--- src/rtl/ifmt_pkg.sv ---
// ifmt_pkg: shared constants and the digit character table for the integer field formatter
// no dependencies; imported by integer_field_formatter and ifmt_checker
`timescale 1ns / 1ps

package ifmt_pkg;

  // defaults for the top level parameters
  localparam int MAX_FIELD_DEF  = 63;
  localparam int VALUE_BITS_DEF = 32;

  // fixed field widths
  localparam int IN_VALUE_W = 32;
  localparam int FIELD_W    = 6;
  localparam int LEN_W      = FIELD_W + 1;
  localparam int CHAR_W     = 8;

  // conversion modes
  localparam logic FUNC_DEC = 1'b0;
  localparam logic FUNC_HEX = 1'b1;

  // output characters
  localparam logic [CHAR_W-1:0] CH_SPACE = 8'h20;
  localparam logic [CHAR_W-1:0] CH_MINUS = 8'h2d;
  localparam logic [CHAR_W-1:0] CH_ZERO  = 8'h30;
  localparam logic [CHAR_W-1:0] CH_NINE  = 8'h39;
  localparam logic [CHAR_W-1:0] CH_LC_A  = 8'h61;
  localparam logic [CHAR_W-1:0] CH_LC_F  = 8'h66;

  // one digit 0..15 to its lower-case ascii character
  function automatic logic [CHAR_W-1:0] digit_char(input logic [3:0] d);
    logic [CHAR_W-1:0] c;
    if (d < 4'd10) begin
      c = CH_ZERO + {4'd0, d};
    end else begin
      c = CH_LC_A + {4'd0, d - 4'd10};
    end
    return c;
  endfunction

endpackage

--- src/rtl/integer_field_formatter.sv ---
// integer_field_formatter: printf style %d / %x formatting with width and precision
// depends on ifmt_pkg; checked by ifmt_checker (bound in its own file)
`timescale 1ns / 1ps

// Takes one integer per transaction (start high while busy is low) and sends the
// formatted text back one character per cycle on out_char_out, each character shown
// for exactly one cycle with out_valid high; the receiver cannot stall, so it must
// take every character as it comes. out_last marks the final character. A zero value
// with an explicit precision of zero and a width of zero gives no characters at all.
// An item goes through bit-serial conversion (shift-and-add-3 for decimal, plain
// shifting for hex), then strips leading zero digits (up to VALUE_BITS/3) and finds
// the leading digit, then passes a setup state, and then sends its characters (up
// to MAX_FIELD + 1). Busy is high for the whole item and drops in the cycle that
// shows the last character, so the next transaction can be accepted at the edge
// that ends that cycle.
module integer_field_formatter
  import ifmt_pkg::*;
#(
  parameter int MAX_FIELD  = MAX_FIELD_DEF,
  parameter int VALUE_BITS = VALUE_BITS_DEF
) (
  input  logic                  clk,
  input  logic                  rst_n,
  // input transactions
  input  logic                  start,
  output logic                  busy,
  input  logic                  in_func,
  input  logic [IN_VALUE_W-1:0] in_value,
  input  logic [FIELD_W-1:0]    in_width,
  input  logic [FIELD_W-1:0]    in_precision,
  input  logic                  in_precision_given,
  // result transactions, one character each
  output logic                  out_valid,
  output logic [CHAR_W-1:0]     out_char_out,
  output logic                  out_last
);

  // digit register sized for both bases: decimal needs under VALUE_BITS/3 + 1 digits
  localparam int DIG_N = VALUE_BITS / 3 + 1;
  localparam int BCD_W = DIG_N * 4;
  localparam int CNT_W = $clog2(VALUE_BITS + 1);
  localparam int ND_W  = $clog2(DIG_N + 1);

  typedef enum logic [2:0] {
    ST_IDLE,
    ST_CONV,
    ST_SCAN,
    ST_SETUP,
    ST_EMIT
  } state_t;

  state_t               state_r;
  logic [VALUE_BITS-1:0] mag_r;      // magnitude, shifted out msb first
  logic [BCD_W-1:0]     bcd_r;       // digits, most significant at the top
  logic [CNT_W-1:0]     bit_cnt_r;
  logic [ND_W-1:0]      nd_r;        // digits remaining to send
  logic                 func_r;
  logic                 neg_r;
  logic                 suppress_r;  // zero value with explicit zero precision
  logic [FIELD_W-1:0]   width_r;
  logic [FIELD_W-1:0]   prec_r;
  logic [FIELD_W-1:0]   sp_r;        // spaces remaining
  logic [FIELD_W-1:0]   zp_r;        // padding zeros remaining
  logic [LEN_W-1:0]     rem_r;       // characters remaining in this item
  logic                 out_valid_r;
  logic [CHAR_W-1:0]    out_char_r;
  logic                 out_last_r;

  // ---------------------------------------------------------------
  // load path: trim the value, clamp the fields, take the magnitude
  // ---------------------------------------------------------------
  logic [VALUE_BITS+IN_VALUE_W-1:0] value_ext;
  logic [VALUE_BITS-1:0]            value_in;
  logic                             neg_in;
  logic [VALUE_BITS-1:0]            mag_in;
  logic [FIELD_W-1:0]               width_cl;
  logic [FIELD_W-1:0]               prec_cl;
  logic                             accept;

  assign accept    = start && !busy;
  assign value_ext = {{VALUE_BITS{1'b0}}, in_value};
  assign value_in  = value_ext[VALUE_BITS-1:0];
  assign neg_in    = (in_func == FUNC_DEC) && value_in[VALUE_BITS-1];
  assign mag_in    = neg_in ? (~value_in + VALUE_BITS'(1)) : value_in;
  assign width_cl  = (in_width > FIELD_W'(MAX_FIELD)) ? FIELD_W'(MAX_FIELD) : in_width;
  assign prec_cl   = (in_precision > FIELD_W'(MAX_FIELD)) ? FIELD_W'(MAX_FIELD)
                                                            : in_precision;

  // ---------------------------------------------------------------
  // conversion step: add 3 to every digit of 5 or more (decimal only),
  // then shift the next magnitude bit in at the bottom
  // ---------------------------------------------------------------
  logic [BCD_W-1:0] bcd_adj;
  logic [BCD_W-1:0] bcd_nxt;

  always_comb begin
    for (int i = 0; i < DIG_N; i++) begin
      if ((func_r == FUNC_DEC) && (bcd_r[i*4 +: 4] >= 4'd5)) begin
        bcd_adj[i*4 +: 4] = bcd_r[i*4 +: 4] + 4'd3;
      end else begin
        bcd_adj[i*4 +: 4] = bcd_r[i*4 +: 4];
      end
    end
    bcd_nxt = {bcd_adj[BCD_W-2:0], mag_r[VALUE_BITS-1]};
  end

  logic [3:0] top_digit;
  assign top_digit = bcd_r[BCD_W-1 -: 4];

  // ---------------------------------------------------------------
  // field layout, worked out once the digit count is known
  // ---------------------------------------------------------------
  logic [ND_W-1:0]  nd_eff;
  logic [LEN_W-1:0] body;
  logic [LEN_W-1:0] used;
  logic [LEN_W-1:0] spaces;
  logic [LEN_W-1:0] zeros;
  logic [LEN_W-1:0] total;

  always_comb begin
    nd_eff = suppress_r ? '0 : nd_r;
    body   = (LEN_W'(nd_eff) > LEN_W'(prec_r)) ? LEN_W'(nd_eff) : LEN_W'(prec_r);
    zeros  = (LEN_W'(prec_r) > LEN_W'(nd_eff)) ? (LEN_W'(prec_r) - LEN_W'(nd_eff))
                                               : '0;
    used   = body + LEN_W'(neg_r);
    spaces = (LEN_W'(width_r) > used) ? (LEN_W'(width_r) - used) : '0;
    total  = (LEN_W'(width_r) > used) ? LEN_W'(width_r) : used;
  end

  // ---------------------------------------------------------------
  // sequencer with registered outputs
  // ---------------------------------------------------------------
  always_ff @(posedge clk) begin
    if (!rst_n) begin
      state_r     <= ST_IDLE;
      out_valid_r <= 1'b0;
      out_last_r  <= 1'b0;
    end else begin
      // one character leaves for every cycle spent in emit
      out_valid_r <= (state_r == ST_EMIT);
      out_last_r  <= (state_r == ST_EMIT) && (rem_r == LEN_W'(1));
      unique case (state_r)
        ST_IDLE: begin
          if (accept) begin
            func_r     <= in_func;
            neg_r      <= neg_in;
            mag_r      <= mag_in;
            bcd_r      <= '0;
            bit_cnt_r  <= CNT_W'(VALUE_BITS);
            width_r    <= width_cl;
            prec_r     <= prec_cl;
            suppress_r <= (value_in == '0) && in_precision_given && (prec_cl == '0);
            state_r    <= ST_CONV;
          end
        end
        ST_CONV: begin
          bcd_r     <= bcd_nxt;
          mag_r     <= {mag_r[VALUE_BITS-2:0], 1'b0};
          bit_cnt_r <= bit_cnt_r - CNT_W'(1);
          if (bit_cnt_r == CNT_W'(1)) begin
            nd_r    <= ND_W'(DIG_N);
            state_r <= ST_SCAN;
          end
        end
        ST_SCAN: begin
          // drop leading zero digits, keeping at least one
          if ((nd_r > ND_W'(1)) && (top_digit == 4'd0)) begin
            bcd_r <= {bcd_r[BCD_W-5:0], 4'd0};
            nd_r  <= nd_r - ND_W'(1);
          end else begin
            state_r <= ST_SETUP;
          end
        end
        ST_SETUP: begin
          nd_r  <= nd_eff;
          sp_r  <= spaces[FIELD_W-1:0];
          zp_r  <= zeros[FIELD_W-1:0];
          rem_r <= total;
          if (total == '0) begin
            state_r <= ST_IDLE;
          end else begin
            state_r <= ST_EMIT;
          end
        end
        ST_EMIT: begin
          rem_r <= rem_r - LEN_W'(1);
          priority if (sp_r != '0) begin
            out_char_r <= CH_SPACE;
            sp_r       <= sp_r - FIELD_W'(1);
          end else if (neg_r) begin
            out_char_r <= CH_MINUS;
            neg_r      <= 1'b0;
          end else if (zp_r != '0) begin
            out_char_r <= CH_ZERO;
            zp_r       <= zp_r - FIELD_W'(1);
          end else begin
            out_char_r <= digit_char(top_digit);
            bcd_r      <= {bcd_r[BCD_W-5:0], 4'd0};
            nd_r       <= nd_r - ND_W'(1);
          end
          if (rem_r == LEN_W'(1)) begin
            state_r <= ST_IDLE;
          end
        end
        default: begin
          state_r <= ST_IDLE;
        end
      endcase
    end
  end

  assign busy         = (state_r != ST_IDLE);
  assign out_valid    = out_valid_r;
  assign out_char_out = out_char_r;
  assign out_last     = out_last_r;

endmodule

--- config.mk ---
export PLATFORM = sky130hd
export DESIGN_NAME = integer_field_formatter
export DESIGN_NICKNAME = d
export VERILOG_FILES = /design/src/rtl/ifmt_pkg.sv /design/src/rtl/integer_field_formatter.sv
export SDC_FILE = /design/constraint.sdc
export NUM_CORES = 1
export LEC_CHECK = 0
export BUFFER_PORTS_ARGS = -buffer_cell sky130_fd_sc_hd__buf_2
export CAP_MARGIN = 20
export CORE_ASPECT_RATIO = 0.9
export CORE_MARGIN = 2
export CORE_UTILIZATION = 60
export CTS_BUF_LIST = sky130_fd_sc_hd__clkbuf_8
export CTS_CLUSTER_DIAMETER = 80
export DETAILED_ROUTE_END_ITERATION = 7
export PLACE_DENSITY = 0.79
export SLEW_MARGIN = 20
export SYNTH_ARGS = -nofsm -noshare
export SYNTH_HDL_FRONTEND = slang
export SYNTH_SLANG_ARGS = --single-unit
--- constraint.sdc ---
create_clock -name clk -period 9.95 [get_ports clk]
set_input_delay 0.995 -clock clk [delete_from_list [all_inputs] [get_ports clk]]
set_output_delay 0.995 -clock clk [all_outputs]
set_load 0.05 [all_outputs]
# == After elaboration in Yosys (flattened, before gate mapping) ==
# Cells that the tools add are included.
# W data, S select, Z words.
# word_totals
register_bits,133
in_bits,49
word_cells,174
out_inout_bits,11
# classes
addsub,23
mux,53
n_reduce_logical,43
eq_ne,16
n_lt_le_gt_ge,18
n_bitwise,3
# ops
op,n
$mux W44,5
$pmux W44 S4,1
$mux W4,17
$mux W32,2
$pmux W32 S2,1
$mux W6,9
$ge A4 B3 Y1 const B,11
$add A4 B2 Y4 const B,10
$pmux W6 S2,3
$add A32 B1 Y32 const B,1
$logic_not A32 Y1,1
$not A32 Y32,1
$mux W3,6
$sub A6 B1 Y6 const B,3
$logic_and A1 B1 Y1,17
$pmux W4 S4,1
$pmux W3 S5,1
$ne A2 B2 Y1 const B,7
$pmux W7 S2,1
$reduce_and A7 Y1,2
$gt A6 B6 Y1 const B,2
$reduce_bool A6 Y1,2
$reduce_and A3 Y1,3
$add A7 B4 Y8 const A,1
38 further kinds,48

# == Depth between registers and ports, before layout ==
# logic_depth
depth_word,9
ltp_mapped,23
mapped_depth_nobuf,21

# == Worst setup path before layout ==
# No wires, ideal clock.
# synth_timing
path_type,in2reg
startpoint,in rst_n
endpoint,reg bcd_r[0] (enable)
slack_ns,0.963
t_required_ns,9.268
arrival_time_ns,8.306
n_path_buf,1
setup_time_ns,0.682
cell_stages,3
cell_sequence,clkbuf_1 o211ai_1 a2111oi_0
# synth_via
elab_chain_cells,1
# synth_lines
element,line,source
start: declaration,integer_field_formatter.sv:23,"input logic rst_n,"
$reduce_and A7 Y1 (no source line),n/a,
end signal: assignment,integer_field_formatter.sv:157,bcd_r <= bcd_nxt;
end signal: assignment,integer_field_formatter.sv:168,"bcd_r <= {bcd_r[BCD_W-5:0], 4'd0};"
end signal: assignment,integer_field_formatter.sv:198,"bcd_r <= {bcd_r[BCD_W-5:0], 4'd0};"
end: declaration,integer_field_formatter.sv:54,logic [BCD_W-1:0] bcd_r;
# No other way between the ends.
# A chain may end at the register's enable or synchronous reset.

# == Worst setup path after layout ==
# layout_timing
startpoint,reg nd_r[0]
endpoint,"reg sp_r[4], data pin"
# layout_via
elab_chain_cells,7
word_cells_on_any_way,8
cone_classes,2 x add/sub; 2 x order compare; 4 x mux
# layout_lines
element,line,source
start: declaration,integer_field_formatter.sv:56,logic [ND_W-1:0] nd_r;
start signal: assignment,integer_field_formatter.sv:161,nd_r <= ND_W'(DIG_N);
start signal: assignment,integer_field_formatter.sv:169,nd_r <= nd_r - ND_W'(1);
start signal: assignment,integer_field_formatter.sv:175,nd_r <= nd_eff;
$mux W4 *,integer_field_formatter.sv:121,nd_eff = suppress_r ? '0 : nd_r;
$gt A4 B6 Y1,integer_field_formatter.sv:122,body = (LEN_W'(nd_eff) > LEN_W'(prec_r)) ? LEN_W'(nd_eff) : LEN_W'(prec_r);
$mux W6 *,integer_field_formatter.sv:122,
$add A6 B1 Y7 *,integer_field_formatter.sv:125,used = body + LEN_W'(neg_r);
$sub A6 B6 Y6 or $gt A6 B7 Y1 (tied branches),integer_field_formatter.sv:126,spaces = (LEN_W'(width_r) > used) ? (LEN_W'(width_r) - used) : '0;
$mux W6 *,integer_field_formatter.sv:126,
$pmux W6 S2 *,integer_field_formatter.sv:142,unique case (state_r)
end signal: assignment,integer_field_formatter.sv:176,sp_r <= spaces[FIELD_W-1:0];
end signal: assignment,integer_field_formatter.sv:189,sp_r <= sp_r - FIELD_W'(1);
end: declaration,integer_field_formatter.sv:62,logic [FIELD_W-1:0] sp_r;
# Mark *: on every way between the ends. The rest lies on a longest branch, timed or not.

==> out/metrics.yaml <==
status:
  status: "finished clean"
layout:
  layout_common_cells: "126 x edfxtp_1, 109 x nand2_1, 93 x o21ai_0, 70 x nor2_1, 57 x buf_2"
  syn2layout_area_growth_pct: 8.75
  fill_cells: 1116
  diodes: 0
  fin_cells: 1138
  layout.nets: 1031
  final_common_cell: "edfxtp_1"
  drive_above_1_share: 0.113
critical_path:
  startpoint_type: "flop"
  crit_top_cell: "ha_1"
  rr_worst_depth: 21
  crit_family: "simple AND/OR/NAND/NOR gates"
  cp-end-kind: "flop"
  slowest_stage: "fa_1"
  cp_max_fo: 10
  path_cells: "inv_1, nor2_1, ha_1, inv_1, fa_1, and3_1, nor3_1, mux2_2, ha_1, ha_1, nand3b_1, nor4_4, nor2_1, nand2_1, ha_1, o21ai_0, o21bai_1, a31o_2, a31o_1, nand2_1, o31ai_1"
  crit_required_ns: 10.23
  cp_slowest_stage_delay_ns: 0.45
  crit_type: "reg2reg"
  r2r_slack_ns: 4.32
  r2r_start: "nd_r[0]"
  crit_arrival_ns: 5.91
  path_buf_inv: 2
  reg2reg_to: "sp_r[4]"
cts:
  htree_levels: 4
  cts.sinks: 131
  clkLatencyLatePin_ns: 0.46
  cts_made_buffers: 17
  cts_hold_buf: 0
  clk_pin_slew_worst_paths_ns: 0.08
  cts_resized: 0
  cts_tree: "built"
  clockRootBuffer: "clkbuf_8"
  post_cts_buffers: 0
  cts_buffer_depth: 2
synth:
  synth.net_count: 1003
  synth_cells: 904
  syn_area_per_cell_um2: 9.52
  ys_types: 66
  synth-seq-cells: 131
  synth_top_area_frac: 0.440
  postSynth.asyncResetShare: 0
  yosysSeqAreaShare: 0.451
  synthTopCellsByArea: "edfxtp_1 44%, ha_1 7.0%, xnor2_1 5.7%"
  synth_ff_type: "edfxtp_1"
  yosys.area.top_type: "edfxtp_1"
  synth.cell_area_um2: 8610
  synth_edf_count: 126
  yosysWarningCount: 0
sta:
  period_minus_slack_ns: 5.63
  period_share: 0.566
  grt_setup_unrepaired: "no"
  finalClockSkew_ns: 0.0155
  maxSlewViolCount: 0
  worst_slack_ns: 4.32
  setup_viol: 0
  slew_headroom: 0.316
  tightest_slew_ns: 1.02
  fmax_ghz: 0.177
  finalHoldViolCount: 0
  setup_tns_ns: 0
global_routing:
  antenna_found_initial: 0
  grt_max_degree: 68
  grt_overflow_total: 0
  grt_use_total: 0.244
  grt_pass1_wl_um: 29600
  grt_pass1_vias: 6217
hold_path:
  min-delay-start: "mag_r[13]"
  holdPathEnd: "mag_r[14]"
  hold_depth: 2
  hold_class: "reg2reg"
drt:
  drt_pre_antenna_iters: 5
  vias: 6580
  routedWlPerCell_um: 15.7
  antenna_left: 0
  routed_wl_um: 17800
  first_iter_violations: 610
  viasPerCell: 5.78
  drc: 0
power:
  cellPowerDensity_nw_per_um2: 173
  p_leak_nw: 3.45
  ir_worst_vdd_v: 0.0000981
die:
  start_util: 0.614
  dieArea_um2: 15300
  die_w_um: 130
  die_h_um: 118
  row_count: 41
  core_area_um2: 14000
  num_io_pins: 60
place:
  gp_congestion: 0.931
  place.port_buffers: 57
  dp.cells: 1106
  post-dp-hpwl_um: 12400
  dp_slack_ns: 4.40
flow_run:
  maxCapViolations: 0
## Yosys cell counts (3+ instances only)
| cell | count |
|---|---|
| nor2b_1 | 11 |
| a21oi_1 | 42 |
| nor3_1 | 27 |
| ha_1 | 48 |
| o21ai_1 | 3 |
| nor2_1 | 70 |
| inv_1 | 50 |
| a21boi_0 | 3 |
| dfxtp_1 | 5 |
| nand2_1 | 109 |
| a31oi_1 | 8 |
| xnor2_1 | 56 |
| xor2_1 | 34 |
| nand2b_1 | 19 |
| or3_1 | 5 |
| o22ai_1 | 8 |
| and2_1 | 7 |
| a211oi_1 | 5 |
| and3_1 | 8 |
| or4_1 | 3 |
| clkbuf_1 | 47 |
| o31ai_1 | 5 |
| a21o_1 | 5 |
| o41ai_1 | 3 |
| edfxtp_1 | 126 |
| nand3_1 | 15 |
| mux2i_1 | 4 |
| a22o_1 | 6 |
| nor4_1 | 7 |
| buf_6 | 3 |
| o211ai_1 | 16 |
| nand4_1 | 6 |
| nand3b_1 | 4 |
| o21ai_0 | 93 |
## routing by layer
metal,global-route usage,share of wire
met1,0.351,0.46
met5,0,0
met3,0.0659,0.068
met4,0.0766,0.016
met2,0.360,0.46
## worst max path at each step
stage               start        to  slack, ns  cells past startpoint
5_1_grt           nd_r[0]   sp_r[4]       3.81                     21
4_1_cts           nd_r[0]   sp_r[4]       4.38                     21
3_5_place_dp   suppress_r  rem_r[4]       4.40                     20
6_report          nd_r[0]   sp_r[4]       4.32                     21
2_1_floorplan       rst_n  bcd_r[0]       0.96                      3
3_3_place_gp   suppress_r  rem_r[4]       4.61                     20
## logic make-up (layout without fill, tap and decap cells)
logic type | Yosys count | count (layout) | synth area share
flip-flops | 131 | 131 | 0.451
other | 2 | 2 | 0.000873
buffers and inverters | 104 | 145 | 0.0490
AND/OR/NAND/NOR | 299 | 299 | 0.164
AO/OA/AOI/OAI | 221 | 221 | 0.160
adder cells (fa/ha/maj) | 50 | 50 | 0.0744
XOR/XNOR | 91 | 91 | 0.0935
multiplexers | 6 | 6 | 0.00727
## registers in the layout (all words and copies together), names as in the netlist
signal	count
zp_r	6
bcd_r	44
neg_r	1
rem_r	7
out_char_out	6
func_r	1
sp_r	6
prec_r	6
nd_r	4
mag_r	32
out_last	1
state_r	3
bit_cnt_r	6
width_r	6
suppress_r	1
out_valid	1
## power breakdown
| group | total [W] | switching, W | leakage (nW) | internal [W] |
|---|---|---|---|---|
| Combinational | 0.000409 | 0.000246 | 2.04 | 0.000163 |
| Clock | 0.000437 | 0.000218 | 0.196 | 0.000219 |
| Sequential | 0.000773 | 0.0000651 | 1.22 | 0.000708 |
| Total | 0.00162 | 0.000529 | 3.45 | 0.00109 |
## per-stage QoR
| stage | hold WS (ns) | total power [W] | utilization | area, um^2 |
|---|---|---|---|---|
| final | 0.530 | 0.00162 | 0.668 | 9360 |
| after floorplan | 0.496 | 0.00109 | - | 8610 |
| after global placement | 0.503 | 0.00117 | 0.641 | 8970 |
| after detailed placement | 0.507 | 0.00119 | 0.642 | 8980 |
| after global routing | 0.552 | 0.00171 | 0.668 | 9360 |
| after CTS | 0.529 | 0.00162 | 0.668 | 9360 |
## worst reg2reg max path, stage by stage (launching register included)
cell      delay [ns]
edfxtp_1        0.44
inv_1           0.08
nor2_1          0.19
ha_1            0.19
inv_1           0.06
fa_1            0.45
and3_1          0.27
nor3_1          0.38
mux2_2          0.38
ha_1            0.21
ha_1            0.22
nand3b_1        0.14
nor4_4          0.06
nor2_1          0.23
nand2_1         0.14
ha_1            0.37
o21ai_0         0.13
o21bai_1        0.44
a31o_2          0.25
a31o_1          0.33
nand2_1         0.22
o31ai_1         0.27
## final cells by class
cell class	instances	area, um^2	share of cell area
clock inverters	15	140	0.0150
multi-input cells	669	4340	0.464
clock buffers	17	234	0.0250
well taps	193	241	0.0258
flip-flops and latches	131	3880	0.415
repair buffers	63	330	0.0353
inverters	50	188	0.0201
Note: power is estimated with default switching activity, not from simulation.
